<file path="src/rtl/rtsr_pkg.sv">
// ----------------------------------------------------------------------------
// rtsr_pkg
// shared types and constants of the tile shade remapper
// ----------------------------------------------------------------------------
`default_nettype none

package rtsr_pkg;

    localparam int BYTE_W       = 8;
    localparam int ADDR_W       = 12;
    localparam int LEVEL_W      = 4;
    localparam int LEVEL_SPAN   = 256;
    localparam int QUEUE_DEPTH  = 4;

    // input item kinds
    localparam logic OP_TABLE_WRITE = 1'b0;
    localparam logic OP_TILE_BYTE   = 1'b1;

    // configuration register indexes
    localparam logic [0:0] REG_RLE_MODE    = 1'b0;
    localparam logic [0:0] REG_SHADE_LEVEL = 1'b1;

    // command passed from the front end to the back end
    typedef struct packed {
        logic                 wr;
        logic [ADDR_W-1:0]    addr;
        logic [BYTE_W-1:0]    data;
        logic                 pix;
        logic                 tend;
        logic                 err;
    } cmd_t;

endpackage

`default_nettype wire

</file>
<file path="src/rtl/rtsr_queue.sv">
// ----------------------------------------------------------------------------
// rtsr_queue
// short command queue between front end and back end
// ----------------------------------------------------------------------------
`default_nettype none

module rtsr_queue (
    input  wire logic            aclk,
    input  wire logic            aresetn,
    input  wire logic            push,
    input  rtsr_pkg::cmd_t       push_cmd,
    output logic                 full,
    input  wire logic            pop,
    output logic                 head_valid,
    output rtsr_pkg::cmd_t       head_cmd
);

    localparam int DEPTH = rtsr_pkg::QUEUE_DEPTH;
    localparam int PW    = $clog2(DEPTH);
    localparam int NW    = $clog2(DEPTH + 1);

    rtsr_pkg::cmd_t slot_reg [DEPTH];
    logic [PW-1:0]  wr_ptr_reg, wr_ptr_next;
    logic [PW-1:0]  rd_ptr_reg, rd_ptr_next;
    logic [NW-1:0]  count_reg, count_next;

    assign full       = (count_reg == NW'(DEPTH));
    assign head_valid = (count_reg != '0);
    assign head_cmd   = slot_reg[rd_ptr_reg];

    always_comb begin
        wr_ptr_next = push ? PW'(wr_ptr_reg + PW'(1)) : wr_ptr_reg;
        rd_ptr_next = pop  ? PW'(rd_ptr_reg + PW'(1)) : rd_ptr_reg;
        count_next  = count_reg;
        if (push && !pop) begin
            count_next = count_reg + NW'(1);
        end else if (pop && !push) begin
            count_next = count_reg - NW'(1);
        end
    end

    always_ff @(posedge aclk) begin
        if (!aresetn) begin
            wr_ptr_reg <= '0;
            rd_ptr_reg <= '0;
            count_reg  <= '0;
        end else begin
            wr_ptr_reg <= wr_ptr_next;
            rd_ptr_reg <= rd_ptr_next;
            count_reg  <= count_next;
        end
    end

    always_ff @(posedge aclk) begin
        if (push) begin
            slot_reg[wr_ptr_reg] <= push_cmd;
        end
    end

    a_no_overflow: assert property (@(posedge aclk) disable iff (!aresetn)
        !(push && full))
        else $error("push into full queue");

    a_no_underflow: assert property (@(posedge aclk) disable iff (!aresetn)
        !(pop && !head_valid))
        else $error("pop from empty queue");

    a_count_step: assert property (@(posedge aclk) disable iff (!aresetn)
        (push && !pop) |=> count_reg == $past(count_reg) + NW'(1))
        else $error("queue count out of step");

endmodule

`default_nettype wire

</file>
<file path="config.mk">
export PLATFORM = sky130hd
export DESIGN_NAME = rtsr_queue
export DESIGN_NICKNAME = d
export VERILOG_FILES = /design/src/rtl/rtsr_pkg.sv /design/src/rtl/rtsr_queue.sv
export SDC_FILE = /design/constraint.sdc
export NUM_CORES = 1
export LEC_CHECK = 0
export BUFFER_PORTS_ARGS = -buffer_cell sky130_fd_sc_hd__clkbuf_2
export CAP_MARGIN = 20
export CELL_PAD_IN_SITES_DETAIL_PLACEMENT = 2
export CELL_PAD_IN_SITES_GLOBAL_PLACEMENT = 2
export CORE_MARGIN = 3
export CORE_UTILIZATION = 44
export CTS_CLUSTER_DIAMETER = 120
export DETAILED_ROUTE_END_ITERATION = 7
export PLACE_DENSITY_LB_ADDON = 0.25
export REMOVE_ABC_BUFFERS = 1
export SETUP_SLACK_MARGIN = 0.15
export SYNTH_ARGS = -nofsm -noshare
export SYNTH_HDL_FRONTEND = slang
export SYNTH_SLANG_ARGS = --single-unit
</file>
<file path="constraint.sdc">
create_clock -name aclk -period 2.28 [get_ports aclk]
set_clock_uncertainty 0.05 [all_clocks]
set_input_delay 0.456 -clock aclk [delete_from_list [all_inputs] [get_ports aclk]]
set_output_delay 0.456 -clock aclk [all_outputs]
set_load 0.02 [all_outputs]
</file>
# --- Word level (Yosys, flattened, before mapping) ---
# Memories as Yosys holds them, arrays and structs flattened. A register that Yosys moved wholly into a read port is not among the register bits.
# Index checks and enable logic that the tools add are counted.
totals:
  ram_bits: 96
  reg_bits: 7
  inputBits: 28
  output_inout_bits: 26
  n_memories: 1
memory_table:
  columns: ["memory", "depth", "width", "rd", "rd_clocked_by_memory_dff", "write_ports", "line", "rtl"]
  rows:
  - ["slot_reg", 4, 24, 1, 1, 1, "rtsr_queue.sv:22", "rtsr_pkg::cmd_t slot_reg [DEPTH];"]
classes:
  muxes: 6
  n_reduce_logical: 6
  addsub: 4
  eq_ne: 1
ops:
  columns: ["operator", "n"]
  rows:
  - ["2-to-1 mux 3 bit", 2]
  - ["adder 2 x 1 -> 2 bit (second input constant)", 2]
  - ["2-to-1 mux 2 bit", 2]
  - ["adder 3 x 1 -> 3 bit (second input constant)", 1]
  - ["equality test 3 bit (second input constant)", 1]
  - ["nonzero test 3 bit", 1]
  - ["subtractor 3 x 1 -> 3 bit (second input constant)", 1]
  - ["logical AND 1 bit", 2]
  - ["logical NOT 1 bit", 2]
  - ["2-to-1 mux 1 bit", 2]
  - ["nonzero test 2 bit", 1]

# --- Logic depth before layout (Yosys ltp) ---
# Gate-level depths: netlist of run 1.
logic_depth:
  depth_word: 4
  mapped_depth: 7
  depth_no_buf: 7

# --- Worst setup path after synthesis of run 1 ---
# OpenSTA, ideal clock, no wires.
synth_path:
  kind: "input to register"
  start: "in pop"
  end: "reg count_reg[2]"
  stages: 7
  setup_time_ns: 0.076
  arrival_time_ns: 1.657
  path_buffers: 0
  required_time_ns: 2.154
  slack_ns: 0.497
  path_cell_list: "inv_1 ha_1 inv_1 fa_1 xor2_1 or3_1 a21boi_0"
synth_via:
  elab_chain_len: 3
  elab_cells_between_ends: 5
  classes_between: "mux (1); reduce/logical (4)"
synth_rtl:
  columns: ["item", "line", "rtl"]
  rows:
  - ["start, declared", "rtsr_queue.sv:13", "input wire logic pop,"]
  - ["logical NOT 1 bit", "rtsr_queue.sv:35", "if (push && !pop) begin"]
  - ["logical AND 1 bit", "rtsr_queue.sv:35", null]
  - ["2-to-1 mux 3 bit / nonzero test 2 bit (equally long branches)", null, null]
  - ["end signal, assigned", "rtsr_queue.sv:50", "count_reg <= count_next;"]
  - ["end, declared", "rtsr_queue.sv:25", "logic [NW-1:0] count_reg, count_next;"]
# Several ways; a longest one is shown, not always the timed one.
# A chain may end at the register's enable or synchronous reset.

==> results_dict.tcl, run 1 <==
set metrics [dict create \
    status "finished clean" \
    cts-root-buf "clkbuf_8" \
    cts_tree "done" \
    dr.pass1.iters 4 \
    p_sw_share_pct 25.42 \
    num_rows 33 \
    yosys.area.top_type_share_pct 72.98 \
    antenna_left 0 \
    grt_pass1_vias 2143 \
    antenna_found_initial 0 \
    hold_path.class "input port to register" \
    switchingPower_mw 0.9963 \
    sequentialPowerShare_pct 57.5 \
    crit_fanout 6 \
    reg2reg_depth 4 \
    vias 1832 \
    cts-buffers-inserted 9 \
    drv_cap 0 \
    combPwrFrac_pct 15.9 \
    die_width_um 100.8 \
    setup_viol 0 \
    hold_viol 0 \
    postSynth.asyncResetShare_pct 0 \
    crit_slowest_cell "mux4_2" \
    ys_seq_elements 105 \
    synthTopCellsByArea "edfxtp_1, mux4_2, dfxtp_1" \
    timing.final.ws_setup_ns 0.1293 \
    cp_cell_sequence "clkbuf_16 -> mux4_2 -> buf_6" \
    synthFlopType "edfxtp_1" \
    finalWeightedCongestion 0.7265 \
    critical_path_required_ns 1.77 \
    start_kind "register" \
    largest_reg_flops 96 \
    slew_viol_final 0 \
    port_buffers 53 \
    syn2layout_area_growth_pct 19.77 \
    cp_data_arrival_time_ns 1.64 \
    vias_per_cell 5.280 \
    cp.depth 3 \
    drtIter0Drc 123 \
    io_pins 54 \
    r2r-end "count_reg[2]" \
    dieArea_sq_um 10150 \
    synth_cell_type_count 21 \
    regToRegStartpoint "count_reg[0]" \
    yosysSeqAreaShare_pct 77.54 \
    path_delay_family "multiplexers" \
    crit_type "register to output pin" \
    clock-sinks 105 \
    grt_usage_pct 17.29 \
    synth_edf_count 96 \
    power.leakage_nw 1.644 \
    place_ws_ns 0.04549 \
    cts-hold-fix-buffers 0 \
    path_buf_inv 2 \
    crit_end "head_cmd[22]" \
    clk_pin_slew_ns 0.10 \
    clkPwrFrac_pct 26.6 \
    drt_wl_total_mm 8.221 \
    syn_area_sq_um 3950 \
    grt_pass1_wl_mm 12.54 \
    period_minus_slack_ns 2.151 \
    max_stage_delay_ns 0.51 \
    grt_overflow 0 \
    start_util_pct 46.67 \
    avgSynthCellArea_sq_um 23.37 \
    fill_cells 680 \
    fin_crit_sh_pct 94.33 \
    worstMarginPinSlew_ns 0.3936 \
    dp_hpwl_mm 5.646 \
    multi_input_area_sq_um 792.0 \
    reg2reg_slack_ns 0.45 \
    fmax_ghz 0.4650 \
    htree_levels 3 \
    grt_max_degree 25 \
    max_slew_margin_pct 73.76 \
    cts.path.max_buffers 2 \
    yosysMostFrequentCell "edfxtp_1" \
    grt_setup_unrepaired "true" \
    vdd_ir_drop_max_v 0.0004698 \
    coreArea_sq_um 8464 \
    intPower_mw 2.924 \
    fin_util_pct 55.89 \
    power.density_nw_per_um2 828.6 \
    register_area_sq_um 3067 \
    synth_warnings 0 \
    wl_per_cell_um 23.69 \
    fp.dieH_um 100.8 \
    drive_gt1_share_pct 42.15 \
    clk_latency_ns 0.35 \
    nNetsFinal 271 \
    antenna_cells 0 \
    synth_area_leader_cell "edfxtp_1" \
    cp-end-kind "output pin" \
    postSynthCellCount 169 \
    drc_errors 0 \
    synth.top_cells.by_count "edfxtp_1, mux4_2, and2_1, dfxtp_1, ha_1" \
]
==> power groups by stage <==
stage               logic [mW]  registers (mW)  clock network, mW
finish                   0.624            2.25               1.04
global route             0.671            2.26               1.15
CTS                      0.532            2.25               1.08
detailed placement       0.519            2.29                  0
global placement         0.485            2.27                  0
floorplan                0.292            2.30                  0
==> metal layers <==
layer  wire length [um]  vias up  part of all wire (%)  track usage (%)
li1                   -      820                     -                -
met1               3222      957                    39            19.79
met2               4595       48                    56            31.75
met3                309        7                   3.8            5.052
met4                 93        0                   1.1            4.041
met5                  0        -                     0                0
==> cell usage in the layout, fill, tap and decap left out, types with 3 or more instances in the layout <==
master,count
clkbuf_2,29
mux4_2,24
xor2_1,3
clkbuf_8,9
edfxtp_1,96
buf_4,7
dfxtp_1,8
ha_1,5
inv_1,4
buf_6,23
and2_1,9
==> cell type report <==
type / instances / area share, %
multi-input combinational: 54 / 16.74
tap: 105 / 2.777
clock inverter: 7 / 1.164
inverter: 4 / 0.3174
clock buffer: 9 / 2.618
timing repair buffer: 63 / 11.56
sequential: 105 / 64.82
==> worst min-delay path by stage <==
| stage | depth (start not counted) | to | from |
|---|---|---|---|
| 3_3_place_gp | 2 | count_reg[2] | count_reg[2] |
| 2_1_floorplan | 2 | count_reg[2] | count_reg[2] |
| 5_1_grt | 1 | slot_reg[3][5] | push_cmd[5] |
| 4_1_cts | 1 | slot_reg[0][1] | push_cmd[1] |
| 6_report | 1 | slot_reg[0][1] | push_cmd[1] |
| 3_5_place_dp | 2 | wr_ptr_reg[1] | wr_ptr_reg[1] |
==> stage by stage <==
stage                     cells  TNS, ns  power [mW]  hold WS (ns)  area (sq um)
after global placement      329        0       2.759        0.4285          4343
after global routing        347        0       4.088        0.2427          4731
after floorplan             163   -1.142       2.591        0.4174          3885
after CTS                   345        0       3.865        0.2420          4546
after detailed placement    329        0       2.813        0.5371          4343
final                       347        0       3.920        0.2631          4731
==> logic make-up (layout without fill, tap and decap cells) <==
logic type	count (synthesis)	count (layout)	synth area share [%]
muxes	26	26	14.57
xor gates and xnor gates	5	5	1.109
DFF	105	105	77.54
buffers and inverters	10	83	2.027
AOI/OAI and AO/OA	2	2	0.3167
adders and majority gates	6	6	2.091
and+or+nand+nor	15	15	2.344
==> repair_timing <==
action | 4_1_cts | 5_1_grt
endpoints found under the setup margin | 24 | 24
buffers inserted | 0 | 0
resized for setup | 8 | 75
gates cloned | 0 | 2
Power figures use the tool's default switching activity.
==> inputs of run 2 (changes only) <==
--- a/config.mk
+++ b/config.mk
@@ -10,7 +10,8 @@
 export CELL_PAD_IN_SITES_DETAIL_PLACEMENT = 2
 export CELL_PAD_IN_SITES_GLOBAL_PLACEMENT = 2
 export CORE_MARGIN = 3
-export CORE_UTILIZATION = 44
+export CORE_UTILIZATION = 46
+export CTS_BUF_LIST = sky130_fd_sc_hd__clkbuf_8
 export CTS_CLUSTER_DIAMETER = 120
 export DETAILED_ROUTE_END_ITERATION = 7
 export PLACE_DENSITY_LB_ADDON = 0.25
==> results_dict.tcl, run 2 (synthesis results as in run 1) <==
set metrics [dict create \
    status "finished clean" \
    drt_wl_total_mm 8.302 \
    drtIter0Drc 73 \
    max_slew_margin_pct 74.34 \
    vias_per_cell 5.261 \
    wl_per_cell_um 24.06 \
    coreArea_sq_um 8258 \
    start_kind "register" \
    start_util_pct 47.83 \
    worstMarginPinSlew_ns 0.3849 \
    postPlaceCellArea_sq_um 4335 \
    clock-sinks 105 \
    antenna_cells 0 \
    grt_max_degree 25 \
    syn2layout_area_growth_pct 18.28 \
    grt_overflow 0 \
    finalWeightedCongestion 0.7054 \
    timing.final.ws_setup_ns 0.1204 \
    clk_pin_slew_ns 0.10 \
    hold_viol 0 \
    gr-usage-met2_pct 31.98 \
    dr.pass1.iters 4 \
    slew_viol_final 0 \
    grt_busiest_layer "met2" \
    port_buffers 53 \
    cts-hold-fix-buffers 0 \
    dieArea_sq_um 9735 \
    io_pins 54 \
    place_ws_ns 0.1751 \
    die_width_um 98.67 \
    cts_tree "done" \
    drc_errors 0 \
    cts_setup_buffers 0 \
    largest_reg_flops 96 \
    fin_crit_sh_pct 94.72 \
    crit_type "register to output pin" \
    drive_gt1_share_pct 42.08 \
    fmax_ghz 0.4631 \
    cts-root-buf "clkbuf_8" \
    vdd_ir_drop_max_v 0.0003549 \
    fp.dieH_um 98.67 \
    grt_pass1_vias 2079 \
    power.leakage_nw 1.625 \
    grt_setup_unrepaired "true" \
    postLayoutCellArea_sq_um 4672 \
    vias 1815 \
    final_common_cell "edfxtp_1" \
    cts-buffers-inserted 9 \
    cp_data_arrival_time_ns 1.65 \
    grt_usage_pct 18.71 \
    period_minus_slack_ns 2.160 \
    grt_pass1_wl_mm 13.19 \
    antenna_left 0 \
    cts.path.max_buffers 2 \
    clk_latency_ns 0.36 \
    nNetsFinal 269 \
    dp_hpwl_mm 5.774 \
    antenna_found_initial 0 \
    num_rows 33 \
    drv_cap 0 \
    setup_viol 0 \
    fin_util_pct 56.58 \
    critical_path_required_ns 1.77 \
    grt_util_met1_pct 24.66 \
    hold_path.class "input port to register" \
    power.density_nw_per_um2 837.4 \
    cp-end-kind "output pin" \
    htree_levels 3 \
    grtUsageMet3_pct 4.459 \
    final_cell_mix "edfxtp_1, clkbuf_2, mux4_2" \
    crit_fanout 8 \
]
[run 2: changes by cell type in the layout (fill, tap and decap cells not counted)]
cell | before | now
buf_16 | 0 | 1
inv_1 | 4 | 5
clkbuf_16 | 2 | 0
inv_6 | 0 | 2
clkinv_4 | 2 | 1
buf_4 | 7 | 5
clkinv_1 | 2 | 0
buf_2 | 0 | 3
clkbuf_2 | 29 | 35
buf_6 | 23 | 10
buf_8 | 0 | 5
[run 2: path summary, 6_finish.rpt]
check | start | slack [ns] | cells after the start | endpoint
worst max-delay path | register | 0.12 | 3 | head_cmd[15]
worst min-delay path | push_cmd[11] | 0.26 | 1 | slot_reg[1][11]
worst max register to register | count_reg[0] | 0.67 | 4 | count_reg[2]
worst min register to register | count_reg[2] | 0.48 | 2 | count_reg[2]
[run 2: timing repair]
action,CTS,global route
pin swaps,0,0
endpoints found under the setup margin,24,24
resized for setup,23,37
gates cloned,1,0
[run 2: power breakdown]
part | total, mW | leakage (nW) | switching [mW] | internal (mW)
registers | 2.25 | 0.957 | 0.0475 | 2.20
clock network | 1.06 | 0.0955 | 0.643 | 0.418
logic | 0.599 | 0.573 | 0.313 | 0.286
[run 2: per-layer routing]
metal | part of all wire (%) | routed length, um
met1 | 42 | 3450
met3 | 4.0 | 331
met5 | 0 | 0
met4 | 0.72 | 60
met2 | 54 | 4459
[run 2: worst max-delay path, stage by stage (launching register included)]
cell and delay, ns:
dfxtp_4 0.42, buf_12 0.16, mux4_2 0.55, buf_6 0.16
[run 2: per-stage QoR]
step           power, mW  hold WS, ns  setup TNS, ns  instances
5_1_grt            4.079       0.2474              0        345
3_3_place_gp       2.754       0.4304              0        328
2_1_floorplan      2.591       0.4174         -1.142        163
4_1_cts            3.926       0.2407              0        345
3_5_place_dp       2.817       0.4756              0        328
6_report           3.912       0.2556              0        345
[run 2: final cells by class]
class | instances | area (sq um)
Tap cell | 105 | 131.4
Sequential cell | 105 | 3067
Timing Repair Buffer | 61 | 483.0
Clock inverter | 7 | 60.06
Inverter | 4 | 15.01
Multi-Input combinational cell | 54 | 792.0
Fill cell | 700 | 3586
Clock buffer | 9 | 123.9
