--- src/rtl/rtsr_pkg.sv ---
// ----------------------------------------------------------------------------
// rtsr_pkg
// shared types and constants of the tile shade remapper
// ----------------------------------------------------------------------------
`default_nettype none

package rtsr_pkg;

    localparam int BYTE_W       = 8;
    localparam int ADDR_W       = 12;
    localparam int LEVEL_W      = 4;
    localparam int LEVEL_SPAN   = 256;
    localparam int QUEUE_DEPTH  = 4;

    // input item kinds
    localparam logic OP_TABLE_WRITE = 1'b0;
    localparam logic OP_TILE_BYTE   = 1'b1;

    // configuration register indexes
    localparam logic [0:0] REG_RLE_MODE    = 1'b0;
    localparam logic [0:0] REG_SHADE_LEVEL = 1'b1;

    // command passed from the front end to the back end
    typedef struct packed {
        logic                 wr;
        logic [ADDR_W-1:0]    addr;
        logic [BYTE_W-1:0]    data;
        logic                 pix;
        logic                 tend;
        logic                 err;
    } cmd_t;

endpackage

`default_nettype wire

--- src/rtl/rtsr_front.sv ---
// ----------------------------------------------------------------------------
// rtsr_front
// accepts items, runs the run-length row counters and issues back-end commands
// ----------------------------------------------------------------------------
`default_nettype none

module rtsr_front #(
    parameter int TILE_SIDE    = 32,
    parameter int SHADE_LEVELS = 16
) (
    input  wire logic                          aclk,
    input  wire logic                          aresetn,
    input  wire logic                          s_tvalid,
    output logic                               s_tready,
    input  wire logic [23:0]                   s_tdata,   // table_addr, data_byte, pad
    input  wire logic [1:0]                    s_tuser,   // op, start_tile
    input  wire logic                          s_tlast,   // last_byte
    input  wire logic                          rle_mode,
    input  wire logic [rtsr_pkg::LEVEL_W-1:0]  shade_level,
    input  wire logic                          q_full,
    output logic                               push,
    output rtsr_pkg::cmd_t                     push_cmd
);

    localparam int CW = $clog2(TILE_SIDE + 1);
    localparam int LW = $clog2(SHADE_LEVELS);
    localparam int TABLE_DEPTH = SHADE_LEVELS * rtsr_pkg::LEVEL_SPAN;

    logic [CW-1:0] rows_left_reg, rows_left_next;
    logic [CW-1:0] cols_left_reg, cols_left_next;
    logic [CW-1:0] literal_left_reg, literal_left_next;
    logic          in_literal_reg, in_literal_next;

    logic                          accept;
    logic                          op;
    logic                          start_tile;
    logic [rtsr_pkg::ADDR_W-1:0]   table_addr;
    logic [rtsr_pkg::BYTE_W-1:0]   data_byte;
    logic [LW-1:0]                 level_sat;
    logic                          addr_ok;
    logic                          pix, tend, err;

    assign op         = s_tuser[0];
    assign start_tile = s_tuser[1];
    assign table_addr = s_tdata[11:0];
    assign data_byte  = s_tdata[19:12];

    assign s_tready = !q_full;
    assign accept   = s_tvalid && s_tready;

    assign level_sat = ({1'b0, shade_level} >= (rtsr_pkg::LEVEL_W + 1)'(SHADE_LEVELS))
                     ? LW'(SHADE_LEVELS - 1) : shade_level[LW-1:0];
    assign addr_ok   = {1'b0, table_addr} < (rtsr_pkg::ADDR_W + 1)'(TABLE_DEPTH);

    always_comb begin
        logic [7:0]    raw_cnt;
        logic [CW-1:0] cnt;
        logic          row_done;
        rows_left_next    = rows_left_reg;
        cols_left_next    = cols_left_reg;
        literal_left_next = literal_left_reg;
        in_literal_next   = in_literal_reg;
        pix      = 1'b0;
        tend     = 1'b0;
        err      = 1'b0;
        raw_cnt  = '0;
        cnt      = '0;
        row_done = 1'b0;
        if (op == rtsr_pkg::OP_TILE_BYTE && !rle_mode) begin
            pix  = 1'b1;
            tend = s_tlast;
        end else if (op == rtsr_pkg::OP_TILE_BYTE) begin
            if (start_tile) begin
                rows_left_next    = CW'(TILE_SIDE);
                cols_left_next    = CW'(TILE_SIDE);
                literal_left_next = '0;
                in_literal_next   = 1'b0;
            end
            if (in_literal_next) begin
                pix = 1'b1;
                if (literal_left_next != '0) begin
                    literal_left_next = literal_left_next - CW'(1);
                end
                if (literal_left_next == '0) begin
                    in_literal_next = 1'b0;
                    row_done        = (cols_left_next == '0);
                end
            end else begin
                raw_cnt = data_byte[7] ? 8'(9'd256 - {1'b0, data_byte}) : data_byte;
                if (raw_cnt > 8'(cols_left_next)) begin
                    cnt = cols_left_next;
                    err = 1'b1;
                end else begin
                    cnt = CW'(raw_cnt);
                end
                cols_left_next = cols_left_next - cnt;
                if (data_byte[7]) begin
                    row_done = (cols_left_next == '0);
                end else if (cnt != '0) begin
                    literal_left_next = cnt;
                    in_literal_next   = 1'b1;
                end
            end
            if (row_done) begin
                cols_left_next = CW'(TILE_SIDE);
                if (rows_left_next != '0) begin
                    rows_left_next = rows_left_next - CW'(1);
                end
                if (rows_left_next == '0) begin
                    rows_left_next    = CW'(TILE_SIDE);
                    literal_left_next = '0;
                    in_literal_next   = 1'b0;
                    tend              = 1'b1;
                end
            end
        end
    end

    always_ff @(posedge aclk) begin
        if (!aresetn) begin
            rows_left_reg    <= CW'(TILE_SIDE);
            cols_left_reg    <= CW'(TILE_SIDE);
            literal_left_reg <= '0;
            in_literal_reg   <= 1'b0;
        end else if (accept) begin
            rows_left_reg    <= rows_left_next;
            cols_left_reg    <= cols_left_next;
            literal_left_reg <= literal_left_next;
            in_literal_reg   <= in_literal_next;
        end
    end

    assign push = accept && (op == rtsr_pkg::OP_TILE_BYTE || addr_ok);

    always_comb begin
        push_cmd.wr   = (op == rtsr_pkg::OP_TABLE_WRITE);
        push_cmd.addr = (op == rtsr_pkg::OP_TABLE_WRITE)
                      ? table_addr : rtsr_pkg::ADDR_W'({level_sat, data_byte});
        push_cmd.data = data_byte;
        push_cmd.pix  = pix;
        push_cmd.tend = tend;
        push_cmd.err  = err;
    end

    a_lit_nonzero: assert property (@(posedge aclk) disable iff (!aresetn)
        in_literal_reg |-> literal_left_reg != '0)
        else $error("literal run active with zero count");

    a_ctrl_cols: assert property (@(posedge aclk) disable iff (!aresetn)
        !in_literal_reg |-> cols_left_reg != '0)
        else $error("control byte expected with no columns left");

    a_tile_reload: assert property (@(posedge aclk) disable iff (!aresetn)
        (accept && rle_mode && op == rtsr_pkg::OP_TILE_BYTE && tend)
        |=> (rows_left_reg == CW'(TILE_SIDE) && cols_left_reg == CW'(TILE_SIDE)
             && !in_literal_reg))
        else $error("counters not reloaded after tile end");

endmodule

`default_nettype wire

--- config.mk ---
export PLATFORM = sky130hd
export DESIGN_NAME = rtsr_front
export DESIGN_NICKNAME = d
export VERILOG_FILES = /design/src/rtl/rtsr_pkg.sv /design/src/rtl/rtsr_front.sv
export SDC_FILE = /design/constraint.sdc
export NUM_CORES = 1
export LEC_CHECK = 0
export BUFFER_PORTS_ARGS = -buffer_cell sky130_fd_sc_hd__buf_2
export CAP_MARGIN = 15
export CORE_MARGIN = 1.5
export CORE_UTILIZATION = 30
export DETAILED_ROUTE_END_ITERATION = 7
export PLACE_DENSITY = 0.59
export SLEW_MARGIN = 20
export SYNTH_ARGS = -nofsm -noshare
export SYNTH_HDL_FRONTEND = slang
export SYNTH_SLANG_ARGS = --single-unit
--- constraint.sdc ---
create_clock -name aclk -period 10.54 [get_ports aclk]
set_input_delay 0 -clock aclk [delete_from_list [all_inputs] [get_ports aclk]]
set_output_delay 0 -clock aclk [all_outputs]
set_load 0.02 [all_outputs]
Yosys cells after proc, flatten, opt, wreduce, memory -nomap -nowiden
Cells that the tools add are included.

word-level totals
  register bits = 19
  bits in latches = 0
  RAM bits = 0
  bits in read-only memories = 0
  bits of input ports = 36
  memories kept = 0

cells by class
  add/subtract/negate cells = 4
  multiply operators = 0
  divide/modulo/power cells = 0
  order comparisons = 1
  equal/unequal tests = 0
  shift-type cells = 0
  muxes and demuxes = 57
  bitwise operators = 2
  reductions and logical operators = 12

operators by type and width
  operator                                          count
  two-way mux 6 bit                                 30
  two-way mux 1 bit                                 25
  logical NOT 6 bit                                 4
  nonzero test 6 bit                                3
  two-way mux 12 bit                                1
  subtractor 6 x 1 -> 6 bit, second input constant  2
  greater-than comparator 8 x 6 -> 1 bit            1
  two-way mux 8 bit                                 1
  subtractor 1 x 8 -> 8 bit, first input constant   1
  subtractor 6 bit                                  1
  AND reduction 3 bit                               1
  logical AND 1 bit                                 2
  logical NOT 1 bit                                 2
  inverter 1 bit                                    2

Longest topological paths before layout
Gate-level depths: netlist of the first run.

  depth after elaboration = 22
  gate-level depth with buffers = 24
  depth with buffers taken out = 23

Worst setup path after synthesis of the first run
Ideal clock, no wire load.

  path type = input to register
  from = input s_tdata[13]
  to = register rows_left_reg[5]
  library setup time = 122 ps
  data arrival time = 4248 ps
  setup slack = 6170 ps
  stages on the path = 19
  buffers on the path = 0
  cell sequence = o31ai_2 -> xor2_1 -> inv_1 -> ha_1 -> nand2_1 -> o21bai_1 -> a41oi_1 -> nor2_4 -> o21ai_0 -> ha_1 -> inv_1 -> maj3_1 -> maj3_1 -> xnor2_1 -> a21boi_1 -> a211oi_2 -> a21boi_2 -> or4b_1 -> o311a_1

on the way
  word-level cells in the longest chain between the ends = 14

RTL lines
  what                                    line               text
  start, declared                         rtsr_front.sv:15   input wire logic [23:0] s_tdata,
  subtractor 1 x 8 -> 8 bit               rtsr_front.sv:89   raw_cnt = data_byte[7] ? 8'(9'd256 - {1'b0, data_byte}) : data_byte;
  two-way mux 8 bit (*)                   rtsr_front.sv:89
  greater-than comparator 8 x 6 -> 1 bit  rtsr_front.sv:90   if (raw_cnt > 8'(cols_left_next)) begin
  two-way mux 6 bit (*)                   rtsr_front.sv:90
  two-way mux 6 bit (*)                   rtsr_front.sv:79   if (in_literal_next) begin
  two-way mux 6 bit (*)                   rtsr_front.sv:72   end else if (op == rtsr_pkg::OP_TILE_BYTE) begin
  two-way mux 6 bit (*)                   rtsr_front.sv:69   if (op == rtsr_pkg::OP_TILE_BYTE && !rle_mode) begin
  subtractor 6 bit (*)                    rtsr_front.sv:96   cols_left_next = cols_left_next - cnt;
  logical NOT 6 bit (*)                   rtsr_front.sv:98   row_done = (cols_left_next == '0);
  two-way mux 1 bit (*)                   rtsr_front.sv:97   if (data_byte[7]) begin
  two-way mux 1 bit (*)                   rtsr_front.sv:79
  two-way mux 1 bit (*)                   rtsr_front.sv:72
  two-way mux 1 bit (*)                   rtsr_front.sv:69
  two-way mux 6 bit (*)                   rtsr_front.sv:104  if (row_done) begin
  end signal, assigned                    rtsr_front.sv:121  rows_left_reg <= CW'(TILE_SIDE);
  end signal, assigned                    rtsr_front.sv:126  rows_left_reg <= rows_left_next;
  end, declared                           rtsr_front.sv:29   logic [CW-1:0] rows_left_reg, rows_left_next;

Mark *: on every way between the ends. The rest lies on a longest branch, timed or not. The select of a mux whose other input is x is not followed.
A chain may end at the register's enable or synchronous reset.

==> results.md, run 1 <==
* Met2 usage at 25.9%
* Final Hold Viols at 0
* Hold Path Stages at 2
* Post-CTS setup buffer count at 0
* Final nets at 423
* Ant. Diodes at 0
* Final min period at 5530 ps
* Setup TNS Final at 0 ps
* XOR/XNOR Fraction of Synth Area at 5.54%
* Worst EP arrival at 5530 ps
* Cts bufs inserted at 3
* Final clock skew at 10.9 ps
* Die Y at 92.7 µm
* Endpoint class of the critical path: output port
* CP required at 10540 ps
* YS warnings at 0
* Final Setup Violations at 0
* Highest-delay cell along the critical path: a41oi_1
* ANT nets after route at 0
* CTS Hold Bufs at 0
* Largest family of logic cells by synthesized area: compound AO/OA/AOI/OAI gates
* Placer Congestion at 0.861
* Max-Cap Viols at 0
* Initial core utilization at 31.1%
* Hold Path End: cols_left_reg[5]
* Most used DFF post-synth: dfxtp_1
* Simple-gate share of the synthesized area at 26.3%
* Met1 usage at 22.9%
* Initial antenna violation count at 0
* Syn_nets at 387
* Commonest non-fill, non-tap cells in the layout: buf_2 (57), nand2_1 (41), nor2_1 (31), a21oi_1 (21), o21ai_0 (20)
* Met3 Use GR at 1.40%
* CTS H-tree depth at 1
* Post-Syn Area per Cell at 7.17 µm²
* Post-synthesis cell count at 337
* Tot Pwr at 0.232 mW
* Leak at 1.11 nW
* Sequential area share after synthesis at 15.8%
* FF-to-FF End: rows_left_reg[5]
* Vias in the first global route at 2376
* Total gr overflow at 0
* First-pass GRT wire length at 11600 µm
* Compound-Gate Fraction of Synth Area at 27.9%
* Reg-to-Reg Start: cols_left_reg[3]
* Mux cell area share after synthesis at 7.67%
* Hold_sp: aresetn
* Clock Latency Late Sink at 260 ps
* GRT Max-Usage Layer: met2
* Die Area at 8600 µm²
* Hpwl dp at 5380 µm
* Share of cells above drive strength 1 at 21.5%
* Period utilization at 52.5%
* Slowest stage delay, CP at 550 ps
* Via count at 2642
* Largest net degree at the start of global routing at 27
* Maximum clock rate at 181 MHz
* Root Buffer: clkbuf_8
* Area of the core at 7770 µm²
* Vias per Instance at 5.57
* Max-slew headroom at 54.0%
* Asr flop ratio synth at 0%
* CP Class: reg -> out
* Die X at 92.7 µm
* RSZ-0062 raised after global routing: false
* #FFs+latches synth at 19
* CTS sink count at 19
* VDD IR max at 0.0404 mV
* Port bufs at 57
* Wire per inst at 14.7 µm
* Critical path launch point type: flop
* Largest cells by area after synthesis: dfxtp_1 (16%), ha_1 (7.3%), nand2_1 (6.4%)
* Status: finished, final reports clean
* Area Growth Syn to Fin at 13.2%
* # resized after CTS at 0
* CTS clk-pin slew, worst paths at 70 ps
* GR Util All Layers at 16.2%
* Synth Area in Adders at 8.08%
* Worst R2R Setup Slack at 5080 ps
* DR iter-0 viols at 180
* Routed wire length at 6980 µm
* Layout Utilization at 35.2%
* Worst-margin pin slew at 688 ps
* Post-synth top area cell: dfxtp_1
* Critical Path Fanout Max at 17
* Power density cells at 84.9 nW/µm²
* Most common cell after layout, fill and taps aside: buf_2
* Worst-path cell chain: nor2b_1, inv_1, ha_1, nand2_1, o21bai_1, a41oi_1, nor2_4, o21ai_0, ha_1, inv_1, maj3_1, maj3_1, xnor2_1, a21boi_1, a211oi_2, a21boi_2, or3b_1, a21oi_1, buf_2
* R2r worst-path depth at 18
* Post-Syn Area at 2410 µm²
* Max clock buf depth at 2
* TritonCTS clock tree: built
* Io pins at 62
* Cell Rows at 32
* Netlist cell types at 63
* Post-synth EDFFs at 0
* Share of the synthesized area in the top cell type at 15.8%
* TritonRoute pass-1 iters at 5
* Worst hold path type: in -> reg
* Post-detailed-route DRC marker count at 0
* Final Max Slew Viols at 0
-- critical path: cells and delay by family, from the launching register on --
family	cells	cell delay (ps)
flops	1	360
buf+inv	3	440
simple gates	4	1130
fa+ha+maj	4	1290
xor+xnor	1	190
compound gates	7	1850
-- cells in the mapped netlist (all sizes together), types with 12 or more instances --
library cell   n
a21oi         21
buf           14
clkbuf        12
dfxtp         19
ha            14
inv           18
mux2          12
nand2         41
nand3         12
nor2          32
nor3          16
o21ai         20
-- cell families (layout without fill, tap and decap cells) --
family / Yosys count / in the layout
AND/OR/NAND/NOR: 132 / 132
buffers and inverters: 45 / 80
flip-flops: 19 / 19
adder cells (fa/ha/maj): 16 / 16
AO/OA/AOI/OAI: 96 / 96
XOR/XNOR: 12 / 12
multiplexers: 17 / 17
-- worst max path at each step --
stage                     slack (ps)             endpoint              from
final                           5010          push_cmd[1]  cols_left_reg[3]
after global routing            4650  literal_left_reg[5]  cols_left_reg[3]
after CTS                       5070          push_cmd[1]  cols_left_reg[3]
after detailed placement        4940  literal_left_reg[5]       s_tdata[12]
after global placement          4990  literal_left_reg[3]       s_tdata[14]
after floorplan                 6170     rows_left_reg[5]       s_tdata[13]
-- power by group --
| part | leakage, nW | internal (mW) | switching [mW] |
|---|---|---|---|
| combinational | 0.927 | 0.0406 | 0.0644 |
| clock | 0.0255 | 0.0263 | 0.0262 |
| sequential | 0.153 | 0.0730 | 0.00132 |
-- layer usage --
layer / wire length [µm] / share of wire (%)
met5: 0 / 0
met4: 136 / 1.9
met3: 261 / 3.7
met2: 3270 / 47
met1: 3310 / 47
-- area by class of cell --
class | count | area, µm²
clock buffers | 3 | 41.3
clock inverters | 1 | 5.00
fillers | 845 | 5030
inverters | 19 | 71.3
multi-input cells | 273 | 1820
flip-flops and latches | 19 | 380
well taps | 102 | 128
repair buffers | 57 | 285
-- through the flow --
step | area, µm² | instances | setup slack [ps] | hold WS (ps)
3_5_place_dp | 2690 | 470 | 4940 | 269
6_report | 2730 | 474 | 5010 | 37.0
3_3_place_gp | 2690 | 470 | 4990 | 263
2_1_floorplan | 2410 | 337 | 6170 | 76.6
5_1_grt | 2730 | 474 | 4650 | 40.0
4_1_cts | 2730 | 474 | 5070 | 30.9
No activity file was read; power rests on OpenSTA's default activity.
==> inputs of run 2 (changes only) <==
- PLACE_DENSITY: 0.59 -> 0.61
- clock period: 10.54 -> 4.95 ns (I/O delays scaled with it)
==> run 2 against run 1 <==
Via count grew 1.3%. First-iteration DRC count shrank 8.9%. Wire length grew 0.72%. Sequential cell count is the same. Worst hold slack is essentially flat. Setup slack lost 4700 ps. Sequential power grew 110%. Critical path type unchanged.
==> results.md, run 2 (synthesized netlist as in run 1, its figures left out) <==
* Final clock skew at 5.77 ps (-5.11 ps)
* Final Max Slew Viols at 0 (unchanged)
* Die Area at 8600 µm² (unchanged)
* Register area at 380 µm² (unchanged)
* Hpwl dp at 5470 µm (+1.7%)
* Placed Instances at 481 (+2.3%)
* Multi-input gate area at 1830 µm² (+0.55%)
* Maximum clock rate at 213 MHz
* Max-Cap Viols at 0 (unchanged)
* Final Hold Viols at 0 (unchanged)
* Setup ws final at 264 ps (-4740 ps)
* Tot Pwr at 0.508 mW (+120%)
* Cts bufs inserted at 3 (unchanged)
* Worst-margin pin slew at 641 ps (-47.1 ps)
* Post-CTS setup buffer count at 0 (unchanged)
* Io pins at 62 (unchanged)
* Share of cells above drive strength 1 at 24.3% (+2.8 points)
* CP required at 4950 ps (-5590 ps)
* Final Setup Violations at 0 (unchanged)
* Filler cells at 836 (-1.1%)
* TritonRoute pass-1 iters at 4 (-1)
* Port bufs at 57 (unchanged)
* Initial antenna violation count at 0 (unchanged)
* Routed wire length at 7030 µm (+0.72%)
* Setup WS pre-CTS at 223 ps (-4720 ps)
* CTS H-tree depth at 1 (unchanged)
* Clock Latency Late Sink at 260 ps (about the same)
* Root Buffer: clkbuf_8
* Fin cells at 485 (+2.3%)
* Placed cell areas at 2770 µm² (+3.1%)
* Setup TNS Final at 0 ps (unchanged)
* CP Class: reg -> out
* CTS sink count at 19 (unchanged)
* Wire per inst at 14.5 µm (-1.6%)
* Final nets at 434 (+2.6%)
* Largest net degree at the start of global routing at 17 (-37%)
* First-pass GRT wire length at 11600 µm (about the same)
* Layout Utilization at 36.4% (+1.2 points)
* Area of the core at 7770 µm² (unchanged)
* Status: finished, final reports clean
* Cell Rows at 32 (unchanged)
* Critical Path Fanout Max at 6 (-11)
* CTS clk-pin slew, worst paths at 70 ps (about the same)
* Area Growth Syn to Fin at 17.0%
* Endpoint class of the critical path: output port
* Hold Worst Slack at 37.3 ps (+0.279 ps)
* Worst EP arrival at 4690 ps (-840 ps)
* Critical path launch point type: flop
* Die Y at 92.7 µm (unchanged)
* GR Util All Layers at 16.2% (+0.040 points)
* Final min period at 4690 ps
* Placer Congestion at 0.856 (-0.68%)
* Via count at 2676 (+1.3%)
* Vias per Instance at 5.52 (-1.0%)
* Worst hold path type: in -> reg
* Most common cell after layout, fill and taps aside: buf_2
* Max clock buf depth at 2 (unchanged)
* TritonCTS clock tree: built
* Vias in the first global route at 2486 (+4.6%)
* DR iter-0 viols at 164 (-8.9%)
* Ant. Diodes at 0 (unchanged)
* Initial core utilization at 31.1% (unchanged)
* Power density cells at 180 nW/µm² (+110%)
* VDD IR max at 0.0952 mV (+140%)
* Max-slew headroom at 57.2% (+3.2 points)
* Period utilization at 94.7%
* Cell area after layout at 2830 µm² (+3.4%)
* Post-detailed-route DRC marker count at 0 (unchanged)
* Leak at 1.16 nW (+5.0%)
* Die X at 92.7 µm (unchanged)
* CTS Hold Bufs at 0 (unchanged)
* Total gr overflow at 0 (unchanged)
* ANT nets after route at 0 (unchanged)
* Commonest non-fill, non-tap cells in the layout: buf_2 (57), nand2_1 (41), nor2_1 (31), a21oi_1 (21), o21ai_0 (20)
run 2: report_power, final:
group / total, mW / internal [mW] / switching [mW] / leakage (nW)
sequential: 0.158 / 0.155 / 0.00275 / 0.153
combinational: 0.237 / 0.0971 / 0.140 / 0.982
clock: 0.113 / 0.0562 / 0.0573 / 0.0255
run 2: path summary, 6_finish.rpt:
kind,end,slack (ps),from,depth (start not counted)
worst max register to register,rows_left_reg[5],470,cols_left_reg[1],19
worst min-delay path,cols_left_reg[5],40,aresetn,2
worst max-delay path,push_cmd[1],260,cols_left_reg[1],20
worst min register to register,literal_left_reg[0],490,literal_left_reg[0],2
run 2: final cells by class:
| type | count | share of cell area, % |
|---|---|---|
| multi-input combinational | 273 | 64.8 |
| sequential | 19 | 13.5 |
| timing repair buffer | 68 | 13.0 |
| tap | 102 | 4.52 |
| inverter | 19 | 2.52 |
| clock buffer | 3 | 1.46 |
| clock inverter | 1 | 0.177 |
run 2: worst max-delay path, cell delays in order, from the launching register on:
cell      delay [ps]
dfxtp_1          360
nor2b_2          330
inv_1            100
ha_1             300
nor2b_1          140
o21bai_1         220
a41oi_2          200
nor2_4           150
nand2_1           60
o21ai_0          110
ha_1             190
inv_1             60
maj3_1           350
maj3_1           410
xnor2_1          180
a21boi_1         110
a211oi_2         280
a21boi_2         150
or3b_1           400
a21oi_1          140
buf_2            170
run 2: what timing repair did:
item,in CTS,in global routing
hold endpoints to repair,0,0
setup endpoints to repair,0,5
resized for setup,0,2
run 2: per-layer routing:
metal  GRT usage, %  wire [µm]
met1           21.2       3170
met2           28.6       3500
met3           1.48        258
met4           3.66        102
met5              0          0
==> inputs of run 3 (changes only) <==
- CORE_ASPECT_RATIO: not set -> 1.5
- CTS_CLUSTER_SIZE: not set -> 24
- GPL_TIMING_DRIVEN: not set -> 0
==> run 3 against run 2 <==
Wire length up 8.5%. Utilization grew 2.8 points. Count of clock-buffer cells in the layout grew 1. Critical path depth rose by 5. Cell area increased by 7.0%. Critical path type is now in -> out. Largest cell class unchanged.
==> results.md, run 3 (synthesized netlist as in run 1, its figures left out) <==
* Status: finished, final reports clean
* Final min period at 4620 ps (-63.3 ps)
* Initial core utilization at 31.3% (+0.23 points)
* Area of the core at 7710 µm² (-0.74%)
* CTS sink count at 19 (unchanged)
* Final Setup Violations at 0 (unchanged)
* Max-Cap Viols at 0 (unchanged)
* Vias per Instance at 5.36 (-2.9%)
* Max-slew headroom at 58.4% (+1.2 points)
* Hpwl dp at 6030 µm (+10%)
* Worst hold path type: in -> reg
* CP required at 4950 ps (about the same)
* TritonCTS clock tree: built
* CP Class: in -> out
* Cell area after layout at 3020 µm² (+7.0%)
* Final clock skew at 5.12 ps (-0.652 ps)
* RSZ-0062 raised after global routing: false
* Cell Rows at 39 (+22%)
* Cts bufs inserted at 3 (unchanged)
* Ant. Diodes at 0 (unchanged)
* Area Growth Syn to Fin at 25.2%
* Vias in the first global route at 2567 (+3.3%)
* Final nets at 453 (+4.4%)
* Clock Latency Late Sink at 250 ps (about the same)
* Max clock buf depth at 2 (unchanged)
* Final Hold Viols at 0 (unchanged)
* Maximum clock rate at 216 MHz (+1.4%)
* Power density cells at 191 nW/µm² (+6.2%)
* Final Max Slew Viols at 0 (unchanged)
* Hold Worst Slack at 66.8 ps (+29.5 ps)
* Slowest stage delay, CP at 400 ps (about the same)
* GR Util All Layers at 17.1% (+0.88 points)
* Post-detailed-route DRC marker count at 0 (unchanged)
* Endpoint class of the critical path: output port
* Commonest non-fill, non-tap cells in the layout: buf_2 (56), nand2_1 (41), nor2_1 (31), a21oi_1 (21)
* CTS clk-pin slew, worst paths at 50 ps (-20 ps)
* Worst-margin pin slew at 622 ps (-19.5 ps)
* Placed cell areas at 2810 µm² (+1.6%)
* Share of cells above drive strength 1 at 27.9% (+3.6 points)
* CTS Hold Bufs at 0 (unchanged)
* Critical Path Fanout Max at 10 (+4)
* VDD IR max at 0.177 mV (+86%)
* Via count at 2701 (+0.93%)
* Most common cell after layout, fill and taps aside: buf_2
* Initial antenna violation count at 0 (unchanged)
* Placer Congestion at 0.916 (+7.1%)
* First-pass GRT wire length at 12200 µm (+5.8%)
* Largest net degree at the start of global routing at 11 (-6)
* Period utilization at 93.4% (-1.3 points)
* Die Area at 8610 µm² (+0.12%)
* Highest-delay cell along the critical path: or3b_4
* Wire per inst at 15.1 µm (+4.4%)
* ANT nets after route at 0 (unchanged)
* Worst EP arrival at 4620 ps (-70 ps)
* Io pins at 62 (unchanged)
* Leak at 1.25 nW (+7.4%)
* DR iter-0 viols at 124 (-24%)
* Die Y at 113 µm (+22%)
* Total gr overflow at 0 (unchanged)
* CTS H-tree depth at 1 (unchanged)
* Die X at 76.3 µm (-18%)
* Worst R2R Setup Slack at 580 ps (+110 ps)
* Port bufs at 54 (-5.3%)
* TritonRoute pass-1 iters at 4 (unchanged)
* Critical path launch point type: primary input
* Root Buffer: clkbuf_16
* Routed wire length at 7630 µm (+8.5%)
[run 3: through the flow]
step                total power, mW  TNS [ps]  util (%)  cells  setup slack [ps]
detailed placement            0.393     -2430      36.5    493              -353
finish                        0.578         0      39.2    504               328
CTS                           0.567         0      38.1    498              39.6
global placement              0.392     -2600      36.5    493              -356
global route                  0.612         0      39.2    504              31.2
floorplan                     0.329         0         -    337               580
[run 3: timing repair]
action	in CTS	in global routing
pin swaps	1	6
buffers inserted	1	6
setup endpoints to repair	4	4
resized for setup	9	13
endpoints found under the hold margin	0	0
[run 3: layout make-up]
type | instances | area (µm²)
fillers | 868 | 4690
multi-input cells | 273 | 1900
clock buffers | 4 | 78.8
repair buffers | 61 | 323
plain buffers | 26 | 145
well taps | 102 | 128
inverters | 19 | 71.3
flip-flops and latches | 19 | 380
[run 3: power by group]
part           switching [mW]  leakage, nW  total (mW)  internal [mW]
clock network          0.0553       0.0382       0.165          0.109
registers             0.00252        0.153       0.158          0.156
logic                   0.146         1.06       0.255          0.108
[run 3: critical path: cells and delay by family]
family / cells / cell delay [ps]
and+or+nand+nor: 5 / 1160
AOI/OAI and AO/OA: 10 / 1690
buffers and inverters: 6 / 860
adders and majority gates: 3 / 770
xor gates and xnor gates: 1 / 150
[run 3: per-layer routing]
layer / GRT usage [%] / vias up / wire [µm]
li1: - / 1358 / -
met1: 18.8 / 1270 / 3020
met2: 33.2 / 62 / 4300
met3: 1.77 / 11 / 203
met4: 6.30 / 0 / 108
met5: 0 / - / 0
[run 3: worst paths after layout]
kind,start,depth (start not counted),end
worst max-delay path,s_tdata[12],25,push_cmd[1]
worst min-delay path,aresetn,3,rows_left_reg[2]
worst max register to register,cols_left_reg[2],20,rows_left_reg[5]
worst min register to register,literal_left_reg[0],2,literal_left_reg[0]
